==> config.mk <==
export PLATFORM = sky130hd
export DESIGN_NAME = ansi_sgr_color_decoder
export DESIGN_NICKNAME = d
export VERILOG_FILES = /design/src/hdl/sgrcd_pkg.sv /design/src/hdl/ansi_sgr_color_decoder.sv
export VERILOG_INCLUDE_DIRS = /design/src /design/src/hdl
export SDC_FILE = /design/constraint.sdc
export NUM_CORES = 1
export LEC_CHECK = 0
export ABC_AREA = 1
export ABC_CLOCK_PERIOD_IN_PS = 8800
export BUFFER_PORTS_ARGS = -buffer_cell sky130_fd_sc_hd__buf_2
export CORE_MARGIN = 2
export CORE_UTILIZATION = 50
export CTS_CLUSTER_SIZE = 30
export DETAILED_ROUTE_END_ITERATION = 16
export HOLD_SLACK_MARGIN = 0.15
export PLACE_DENSITY = 0.7
export SYNTH_ARGS = -nofsm -noshare
export SYNTH_HDL_FRONTEND = slang
export SYNTH_SLANG_ARGS = --single-unit
==> constraint.sdc <==
create_clock -name clk_i -period 8.8 [get_ports clk_i]
set_input_delay 1.76 -clock clk_i [delete_from_list [all_inputs] [get_ports clk_i]]
set_output_delay 1.76 -clock clk_i [all_outputs]
set_load 0.005 [all_outputs]
==> src/hdl/assert_macros.svh <==
// ----------------------------------------------------------------------------
// assert_macros.svh
// Assertion helpers included by the decoder RTL.
// ----------------------------------------------------------------------------
`ifndef ASSERT_MACROS_SVH
`define ASSERT_MACROS_SVH

// Condition implies consequence in the same cycle.
`define ASSERT_SAME(label, clk, rst_n, ante, cons) \
  label: assert property (@(posedge clk) disable iff (!(rst_n)) (ante) |-> (cons)) \
    else $error("assertion failed");

// Condition implies consequence in the next cycle.
`define ASSERT_NEXT(label, clk, rst_n, ante, cons) \
  label: assert property (@(posedge clk) disable iff (!(rst_n)) (ante) |=> (cons)) \
    else $error("assertion failed");

`endif

==> src/hdl/sgrcd_pkg.sv <==
// ----------------------------------------------------------------------------
// sgrcd_pkg
// Types, codes and the xterm-256 palette helper for the SGR color decoder.
// ----------------------------------------------------------------------------
package sgrcd_pkg;

  typedef struct packed {
    logic [7:0]  param_value;
    logic        last_param;
    logic [15:0] text_row;
    logic [9:0]  text_col;
  } in_item_t;

  typedef struct packed {
    logic [15:0] stop_row;
    logic [9:0]  stop_col;
    logic        fore_set;
    logic [4:0]  fore_code;
    logic [31:0] fore_rgba;
    logic        back_set;
    logic [4:0]  back_code;
    logic [31:0] back_rgba;
  } out_item_t;

  typedef enum logic [1:0] {
    BoldUnset = 2'd0,
    BoldOff   = 2'd1,
    BoldOn    = 2'd2
  } bold_e;

  typedef enum logic [1:0] {
    TgtNone = 2'd0,
    TgtFore = 2'd1,
    TgtBack = 2'd2
  } tgt_e;

  // Color codes
  localparam logic [4:0] CodeDefault = 5'd16;
  localparam logic [4:0] CodeDirect  = 5'd17;
  localparam logic [4:0] CodeNone    = 5'd31;
  localparam logic [4:0] BoldShift   = 5'd8;
  localparam logic [4:0] BoldLimit   = 5'd8;

  // SGR parameter codes
  localparam logic [7:0] SgrReset      = 8'd0;
  localparam logic [7:0] SgrBold       = 8'd1;
  localparam logic [7:0] SgrBoldOff    = 8'd21;
  localparam logic [7:0] SgrNormal     = 8'd22;
  localparam logic [7:0] SgrForeBase   = 8'd30;
  localparam logic [7:0] SgrForeLast   = 8'd37;
  localparam logic [7:0] SgrForeExt    = 8'd38;
  localparam logic [7:0] SgrForeDflt   = 8'd39;
  localparam logic [7:0] SgrBackBase   = 8'd40;
  localparam logic [7:0] SgrBackLast   = 8'd47;
  localparam logic [7:0] SgrBackExt    = 8'd48;
  localparam logic [7:0] SgrBackDflt   = 8'd49;
  localparam logic [7:0] SgrBrFgBase   = 8'd90;
  localparam logic [7:0] SgrBrFgLast   = 8'd97;
  localparam logic [7:0] SgrBrBgBase   = 8'd100;
  localparam logic [7:0] SgrBrBgLast   = 8'd107;

  // Extended color modes and byte positions
  localparam logic [7:0] ExtModeDirect  = 8'd2;
  localparam logic [7:0] ExtModePalette = 8'd5;
  localparam logic [7:0] PosFirst       = 8'd0;
  localparam logic [7:0] PosMode        = 8'd1;
  localparam logic [7:0] PosRed         = 8'd2;
  localparam logic [7:0] PosGreen       = 8'd3;
  localparam logic [7:0] PosBlue        = 8'd4;
  localparam logic [7:0] PosMax         = 8'd255;

  // Palette layout
  localparam logic [7:0] CubeBase  = 8'h10;
  localparam logic [7:0] CubeLast  = 8'hE7;
  localparam logic [7:0] GrayBase  = 8'hE8;
  localparam logic [7:0] CubeStep  = 8'(255 / 5);
  localparam logic [7:0] GrayStep  = 8'(255 / 23);
  localparam logic [7:0] CubePlane = 8'd36;
  localparam logic [7:0] CubeRow   = 8'd6;
  localparam logic [7:0] AlphaOpaque = 8'hFF;

  // RGB of palette entries 16-255 (cube and gray ramp).
  function automatic logic [23:0] xterm_rgb(logic [7:0] n);
    logic [7:0] k;
    logic [7:0] rem;
    logic [2:0] r;
    logic [2:0] g;
    logic [2:0] b;
    logic [7:0] y;
    k   = n - CubeBase;
    r   = 3'(k >= CubePlane) + 3'(k >= 8'd72) + 3'(k >= 8'd108)
        + 3'(k >= 8'd144) + 3'(k >= 8'd180);
    rem = k - 8'(r) * CubePlane;
    g   = 3'(rem >= CubeRow) + 3'(rem >= 8'd12) + 3'(rem >= 8'd18)
        + 3'(rem >= 8'd24) + 3'(rem >= 8'd30);
    b   = 3'(rem - 8'(g) * CubeRow);
    y   = (n - GrayBase) * GrayStep;
    if (n <= CubeLast) begin
      return {8'(r) * CubeStep, 8'(g) * CubeStep, 8'(b) * CubeStep};
    end else begin
      return {y, y, y};
    end
  endfunction

endpackage

==> src/hdl/ansi_sgr_color_decoder.sv <==
// ----------------------------------------------------------------------------
// ansi_sgr_color_decoder
// Decodes the parameter bytes of one SGR escape sequence into color stops.
// ----------------------------------------------------------------------------
// Usage:
//   Input channel (in_valid_i / in_stall_o / in_item_i) takes one SGR
//   parameter byte per item, with the row and column of the sequence and a
//   flag on the final byte. Output channel (out_valid_o / out_stall_i /
//   out_item_o) carries at most one color stop per sequence, produced by
//   the final byte when a fore or back color was set and the sequence is
//   well formed.
//   Results are registered in the output or skid register. Throughput:
//   one item per cycle while in_stall_o is low; decode is a single pass of
//   compare and small constant-multiply logic into state and result registers.
//   Stall: an output register plus a one-entry skid register hold results;
//   in_stall_o rises only while the skid register is full, i.e. after the
//   receiver has held off two pending results.
//   Reset: clears the sequence state and both output slots; the block is
//   ready as soon as reset is released.
// ----------------------------------------------------------------------------
`include "assert_macros.svh"

module ansi_sgr_color_decoder (
  input  logic                 clk_i,
  input  logic                 rst_ni,
  input  logic                 in_valid_i,
  output logic                 in_stall_o,
  input  sgrcd_pkg::in_item_t  in_item_i,
  output logic                 out_valid_o,
  input  logic                 out_stall_i,
  output sgrcd_pkg::out_item_t out_item_o
);

  logic                   accept;
  logic [7:0]             v;
  logic [7:0]             pos_q, pos_d;
  sgrcd_pkg::bold_e       bold_q, bold_d;
  logic [4:0]             pfore_q, pfore_d;
  logic [4:0]             pback_q, pback_d;
  sgrcd_pkg::tgt_e        tgt_q, tgt_d;
  logic                   mode5_q, mode5_d;
  logic [7:0]             red_q, red_d;
  logic [7:0]             green_q, green_d;
  logic                   aborted_q, aborted_d;

  logic                   fin_ok;
  logic                   abort_fin;
  logic [4:0]             ext_code;
  logic [31:0]            ext_rgba;
  logic [4:0]             fcode;
  logic [4:0]             bcode;
  logic                   emit;
  sgrcd_pkg::out_item_t   res;

  logic                   out_valid_q;
  sgrcd_pkg::out_item_t   out_q;
  logic                   skid_valid_q;
  sgrcd_pkg::out_item_t   skid_q;
  logic                   out_free;

  assign in_stall_o  = skid_valid_q;
  assign accept      = in_valid_i & ~skid_valid_q;
  assign v           = in_item_i.param_value;
  assign out_valid_o = out_valid_q;
  assign out_item_o  = out_q;
  assign out_free    = ~out_valid_q | ~out_stall_i;

  // Per-byte decode
  always_comb begin
    pos_d     = pos_q;
    bold_d    = bold_q;
    pfore_d   = pfore_q;
    pback_d   = pback_q;
    tgt_d     = tgt_q;
    mode5_d   = mode5_q;
    red_d     = red_q;
    green_d   = green_q;
    aborted_d = aborted_q;

    if (!aborted_q) begin
      if (tgt_q != sgrcd_pkg::TgtNone) begin
        if (pos_q == sgrcd_pkg::PosMode) begin
          mode5_d = (v == sgrcd_pkg::ExtModePalette);
          if (v != sgrcd_pkg::ExtModeDirect && v != sgrcd_pkg::ExtModePalette) begin
            aborted_d = 1'b1;
          end
        end else if (pos_q == sgrcd_pkg::PosRed) begin
          red_d = v;
        end else if (pos_q == sgrcd_pkg::PosGreen) begin
          green_d = v;
        end else if (pos_q != sgrcd_pkg::PosBlue) begin
          aborted_d = 1'b1;
        end
      end else if (v == sgrcd_pkg::SgrForeExt || v == sgrcd_pkg::SgrBackExt) begin
        if (pos_q == sgrcd_pkg::PosFirst) begin
          tgt_d = (v == sgrcd_pkg::SgrForeExt) ? sgrcd_pkg::TgtFore : sgrcd_pkg::TgtBack;
        end else begin
          aborted_d = 1'b1;
        end
      end else if (v == sgrcd_pkg::SgrReset) begin
        bold_d  = sgrcd_pkg::BoldOff;
        pfore_d = sgrcd_pkg::CodeDefault;
        pback_d = sgrcd_pkg::CodeDefault;
      end else if (v == sgrcd_pkg::SgrBold) begin
        bold_d = sgrcd_pkg::BoldOn;
      end else if (v == sgrcd_pkg::SgrBoldOff || v == sgrcd_pkg::SgrNormal) begin
        bold_d = sgrcd_pkg::BoldOff;
      end else if (v == sgrcd_pkg::SgrForeDflt) begin
        pfore_d = sgrcd_pkg::CodeDefault;
      end else if (v == sgrcd_pkg::SgrBackDflt) begin
        pback_d = sgrcd_pkg::CodeDefault;
      end else if (v inside {[sgrcd_pkg::SgrForeBase:sgrcd_pkg::SgrForeLast]}) begin
        pfore_d = 5'(v - sgrcd_pkg::SgrForeBase);
      end else if (v inside {[sgrcd_pkg::SgrBackBase:sgrcd_pkg::SgrBackLast]}) begin
        pback_d = 5'(v - sgrcd_pkg::SgrBackBase);
      end else if (v inside {[sgrcd_pkg::SgrBrFgBase:sgrcd_pkg::SgrBrFgLast]}) begin
        pfore_d = 5'(v - sgrcd_pkg::SgrBrFgBase) + sgrcd_pkg::BoldShift;
      end else if (v inside {[sgrcd_pkg::SgrBrBgBase:sgrcd_pkg::SgrBrBgLast]}) begin
        pback_d = 5'(v - sgrcd_pkg::SgrBrBgBase) + sgrcd_pkg::BoldShift;
      end
    end

    if (pos_q != sgrcd_pkg::PosMax) begin
      pos_d = pos_q + 8'd1;
    end
  end

  // Final-byte resolution; the closing color byte is taken from the input.
  always_comb begin
    fin_ok = (mode5_q && pos_q == sgrcd_pkg::PosRed)
           || (!mode5_q && pos_q == sgrcd_pkg::PosBlue);
    if (mode5_q && v < sgrcd_pkg::CubeBase) begin
      ext_code = v[4:0];
      ext_rgba = '0;
    end else if (mode5_q) begin
      ext_code = sgrcd_pkg::CodeDirect;
      ext_rgba = {sgrcd_pkg::xterm_rgb(v), sgrcd_pkg::AlphaOpaque};
    end else begin
      ext_code = sgrcd_pkg::CodeDirect;
      ext_rgba = {red_q, green_q, v, sgrcd_pkg::AlphaOpaque};
    end

    abort_fin = aborted_q;
    fcode     = pfore_q;
    bcode     = pback_q;
    if (!aborted_q) begin
      if (tgt_q != sgrcd_pkg::TgtNone) begin
        if (pos_q == sgrcd_pkg::PosMode
            && v != sgrcd_pkg::ExtModeDirect && v != sgrcd_pkg::ExtModePalette) begin
          abort_fin = 1'b1;
        end else if (!fin_ok) begin
          abort_fin = 1'b1;
        end else if (tgt_q == sgrcd_pkg::TgtFore) begin
          fcode = ext_code;
        end else begin
          bcode = ext_code;
        end
      end else if (v == sgrcd_pkg::SgrForeExt || v == sgrcd_pkg::SgrBackExt) begin
        abort_fin = 1'b1;
      end else begin
        fcode = pfore_d;
        bcode = pback_d;
        if (fcode < sgrcd_pkg::BoldLimit && bold_d == sgrcd_pkg::BoldOn) begin
          fcode = fcode + sgrcd_pkg::BoldShift;
        end
      end
    end

    emit = in_item_i.last_param && !abort_fin
         && (fcode != sgrcd_pkg::CodeNone || bcode != sgrcd_pkg::CodeNone);

    res.stop_row  = in_item_i.text_row;
    res.stop_col  = in_item_i.text_col;
    res.fore_set  = (fcode != sgrcd_pkg::CodeNone);
    res.fore_code = res.fore_set ? fcode : 5'd0;
    res.fore_rgba = (fcode == sgrcd_pkg::CodeDirect) ? ext_rgba : 32'd0;
    res.back_set  = (bcode != sgrcd_pkg::CodeNone);
    res.back_code = res.back_set ? bcode : 5'd0;
    res.back_rgba = (bcode == sgrcd_pkg::CodeDirect) ? ext_rgba : 32'd0;
  end

  // The final byte of a sequence returns the state to its reset values.
  always_ff @(posedge clk_i or negedge rst_ni) begin
    if (!rst_ni) begin
      pos_q     <= '0;
      bold_q    <= sgrcd_pkg::BoldUnset;
      pfore_q   <= sgrcd_pkg::CodeNone;
      pback_q   <= sgrcd_pkg::CodeNone;
      tgt_q     <= sgrcd_pkg::TgtNone;
      mode5_q   <= 1'b0;
      aborted_q <= 1'b0;
    end else if (accept && in_item_i.last_param) begin
      pos_q     <= '0;
      bold_q    <= sgrcd_pkg::BoldUnset;
      pfore_q   <= sgrcd_pkg::CodeNone;
      pback_q   <= sgrcd_pkg::CodeNone;
      tgt_q     <= sgrcd_pkg::TgtNone;
      mode5_q   <= 1'b0;
      aborted_q <= 1'b0;
    end else if (accept) begin
      pos_q     <= pos_d;
      bold_q    <= bold_d;
      pfore_q   <= pfore_d;
      pback_q   <= pback_d;
      tgt_q     <= tgt_d;
      mode5_q   <= mode5_d;
      aborted_q <= aborted_d;
    end
  end

  always_ff @(posedge clk_i) begin
    if (accept) begin
      red_q   <= red_d;
      green_q <= green_d;
    end
  end

  // Output register and skid slot
  always_ff @(posedge clk_i or negedge rst_ni) begin
    if (!rst_ni) begin
      out_valid_q  <= 1'b0;
      skid_valid_q <= 1'b0;
    end else if (out_free) begin
      out_valid_q  <= skid_valid_q | (accept & emit);
      skid_valid_q <= 1'b0;
    end else if (accept && emit) begin
      skid_valid_q <= 1'b1;
    end
  end

  always_ff @(posedge clk_i) begin
    if (out_free) begin
      out_q <= skid_valid_q ? skid_q : res;
    end else if (accept && emit) begin
      skid_q <= res;
    end
  end

  `ASSERT_SAME(a_skid_behind_out, clk_i, rst_ni, skid_valid_q, out_valid_q)
  `ASSERT_NEXT(a_last_clears, clk_i, rst_ni, accept && in_item_i.last_param,
               pos_q == '0 && !aborted_q && tgt_q == sgrcd_pkg::TgtNone)
  `ASSERT_SAME(a_ext_after_first, clk_i, rst_ni, tgt_q != sgrcd_pkg::TgtNone,
               pos_q != sgrcd_pkg::PosFirst)
  `ASSERT_SAME(a_result_has_color, clk_i, rst_ni, out_valid_q,
               out_q.fore_set || out_q.back_set)

endmodule

==> reports/qor.csv <==
metric,value,unit
outcome,completed,
cp.required,9.13,ns
cp_slowest_cell,fa_1,
rsz0062_at_grt,yes,
core,24500,µm²
leakage,6.85,nW
fin_crit,8.73,ns
wl_met3,1.93,mm
cts_tree,built,
clkPwrFrac,0.224,
grt_pass1_wl,48.8,mm
ys_warn_count,0,
power-per-cell-area,289,nW/µm²
dr.pass1.iters,7,
routedWlPerCell,16.7,µm
crit_buf_inv,10,
synth_cell_types,57,
syn_to_final_growth,19.2,%
crit_type,in2reg,
yosys.area.top_type_share,0.460,
max-cap-violations,0,
cts_buffers,24,
p_seq_frac,0.301,
max_slew.worst_pin.slew,1.20,ns
synth_edf_count,192,
hold_violations,0,
path_common_cell,inv_2,
drive_gt1_frac,0.259,
num_antenna_cells,0,
antenna_found_initial,0,
fmax,115,MHz
clk_latency,0.50,ns
core.rowCount,57,
arrival,9.06,ns
multi_input_area,5400,µm²
synthTopCellsByCount,"nand2_1 (391), edfxtp_1 (192), inv_1 (167)",
drt_wl_total,31.2,mm
wl_met1,14.1,mm
period_share,0.992,
ctsLongestPathBuffers,3,
initial_core_util,0.512,
grt-ovfl-total,0,
combPwrFrac,0.475,
synth_seq_cells,218,
maxSlewHeadroom,0.197,
clkTransAtPathRegs,0.06,ns
root_buffer,clkbuf_16,
synth_top_cell_by_area,edfxtp_1,
die-area,26300,µm²
synthArstFlopShare,0.119,
syn_nets,1460,
syn_avg_cell_area,9.27,µm²
nNetsFinal,1636,
p_int,2.73,mW
path_max_fanout,5,
synth_ff_type,edfxtp_1,
finalSetupViolCount,0,
vias,9791,
p_sw_frac,0.369,
topRoutingLayerUsed,met4,
seq_area_frac_synth,0.513,
power,4.32,mW
final.setup.tns,0,ns
cts_hold_buf,0,
dp_hpwl,21.9,mm
place_congestion,0.921,
hold_class,reg2reg,
skew,0.0178,ns
cpPeakStageDelay,0.56,ns
die_h,162,µm
nFillCells,2047,
syn_inst,1352,
irDropWorstVdd,0.000310,V
slew_viol_final,0,
track_usage,0.232,
boundaryPins,143,
dieWidth,162,µm
netlist_area,12500,µm²
final_util,0.611,
place.port_buffers,142,
grt_pass1_vias,9334,
drc,0,
ys_top_cells_by_area,"edfxtp_1 (46%), nand2_1 (12%), ha_1 (5.6%), inv_1 (5.0%), dfrtp_1 (3.2%)",
crit_family,adder cells,
via_per_inst,5.24,
post-synth-top-count-cell,nand2_1,
drtIter0Drc,869,
ff_latch_area,6430,µm²
wl_met2,14.6,mm
grt_max_degree,93,
endpoint_kind,flop,
p_sw,1.59,mW
cts.sinks,218,
ant_nets,0,
cts_max_level,1,
critPathLaunchType,input port,
worst reg2reg max path, cell delays in order, from the launching register on:
cell     delay, ns
dfrtp_1       0.87
inv_1         0.72
o21ai_4       0.47
nand3_2       0.19
nand2_1       0.10
nand3_1       0.08
nand3_1       0.07
inv_1         0.04
nand2_1       0.05
nand2_1       0.08
inv_2         0.46
nor2_4        0.11
nand3_1       0.09
nand2_1       0.12
nor2_4        0.55
buf_12        0.40
per-layer routing:
layer / vias up / track usage
met4: 0 / 0.0563
met5: - / 0
li1: 4802 / -
met1: 4599 / 0.334
met3: 46 / 0.0268
met2: 344 / 0.377
metrics by stage:
stage	cells	hold WS, ns	setup WS (ns)	instance area [µm²]
floorplan	1352	0.467	-0.0124	12700
global placement	1823	0.494	-0.206	14000
finish	1867	0.515	0.0665	14900
global route	1867	0.536	-0.221	14900
detailed placement	1823	0.502	-0.450	14000
CTS	1864	0.516	0.0404	14800
layout by cell type, fill, tap and decap left out, types with 3 or more instances in the layout:
master      instances
dfrtp_1            15
nand3_2             8
o21ai_1            27
nand4_1            21
clkinvlp_4          4
clkbuf_16          25
nand2_1           386
edfxtp_1          192
nand2_2            15
inv_1             149
a31oi_1             5
a22oi_1            10
xnor2_1             6
nor2_4              6
fa_1               11
nand4_2            13
o22ai_1             4
nand3_1            66
a21oi_2             7
buf_4              62
xor2_1             14
clkinv_1            7
clkinv_2            3
a21oi_1            32
nor3_4             10
inv_4               3
clkbuf_1            5
buf_2             140
nor3_1             19
dfstp_2            10
nand2_4             4
ha_1               45
nor2_2             16
o21ai_0            40
inv_2              25
nor2_1             75
ha_4               10
or2_2               8
flip-flops by register name (all words and copies together), names as in the netlist:
name	cells
pfore_q	5
pback_q	5
skid_q	88
out_valid_o	1
bold_q	2
out_item_o	88
green_q	8
aborted_q	1
mode5_q	1
in_stall_o	1
red_q	8
pos_q	8
tgt_q	2
power groups by stage:
stage	Sequential (mW)	Combinational (mW)	Clock, mW
floorplan	1.32	1.13	0
global placement	1.32	1.62	0
detailed placement	1.32	1.68	0
CTS	1.30	1.71	0.982
global route	1.31	2.23	1.02
finish	1.30	2.05	0.968
logic make-up after synthesis:
group / count (synthesis) / synth area share
flops: 218 / 0.513
buf+inv: 240 / 0.0814
fa+ha+maj: 69 / 0.0767
xor+xnor: 22 / 0.0154
simple gates: 659 / 0.248
compound gates: 144 / 0.0658
layout make-up:
type	instances	share of cell area
clock inverters	11	0.00737
inverters	183	0.0470
well taps	324	0.0271
multi-input cells	894	0.361
clock buffers	30	0.0431
flip-flops and latches	218	0.431
repair buffers	207	0.0833
worst paths after layout:
kind / end / slack (ns) / from / cells after the start
max: out_item_o[53] / 0.07 / in_item_i[31] / 42
min: out_item_o[87] / 0.52 / skid_q[87] / 2
max reg2reg: skid_q[53] / 3.96 / mode5_q / 15
min reg2reg: out_item_o[87] / 0.52 / skid_q[87] / 2
max in group asynchronous: in_stall_o / 7.03 / rst_ni / 1
min in group asynchronous: in_stall_o / 1.28 / rst_ni / 1
repair_timing:
action                                  CTS  global route
endpoints found under the setup margin    0            24
buffers inserted                          0             3
endpoints found under the hold margin     0             0
resized for setup                         0            44
Note: power is estimated with default switching activity, not from simulation.
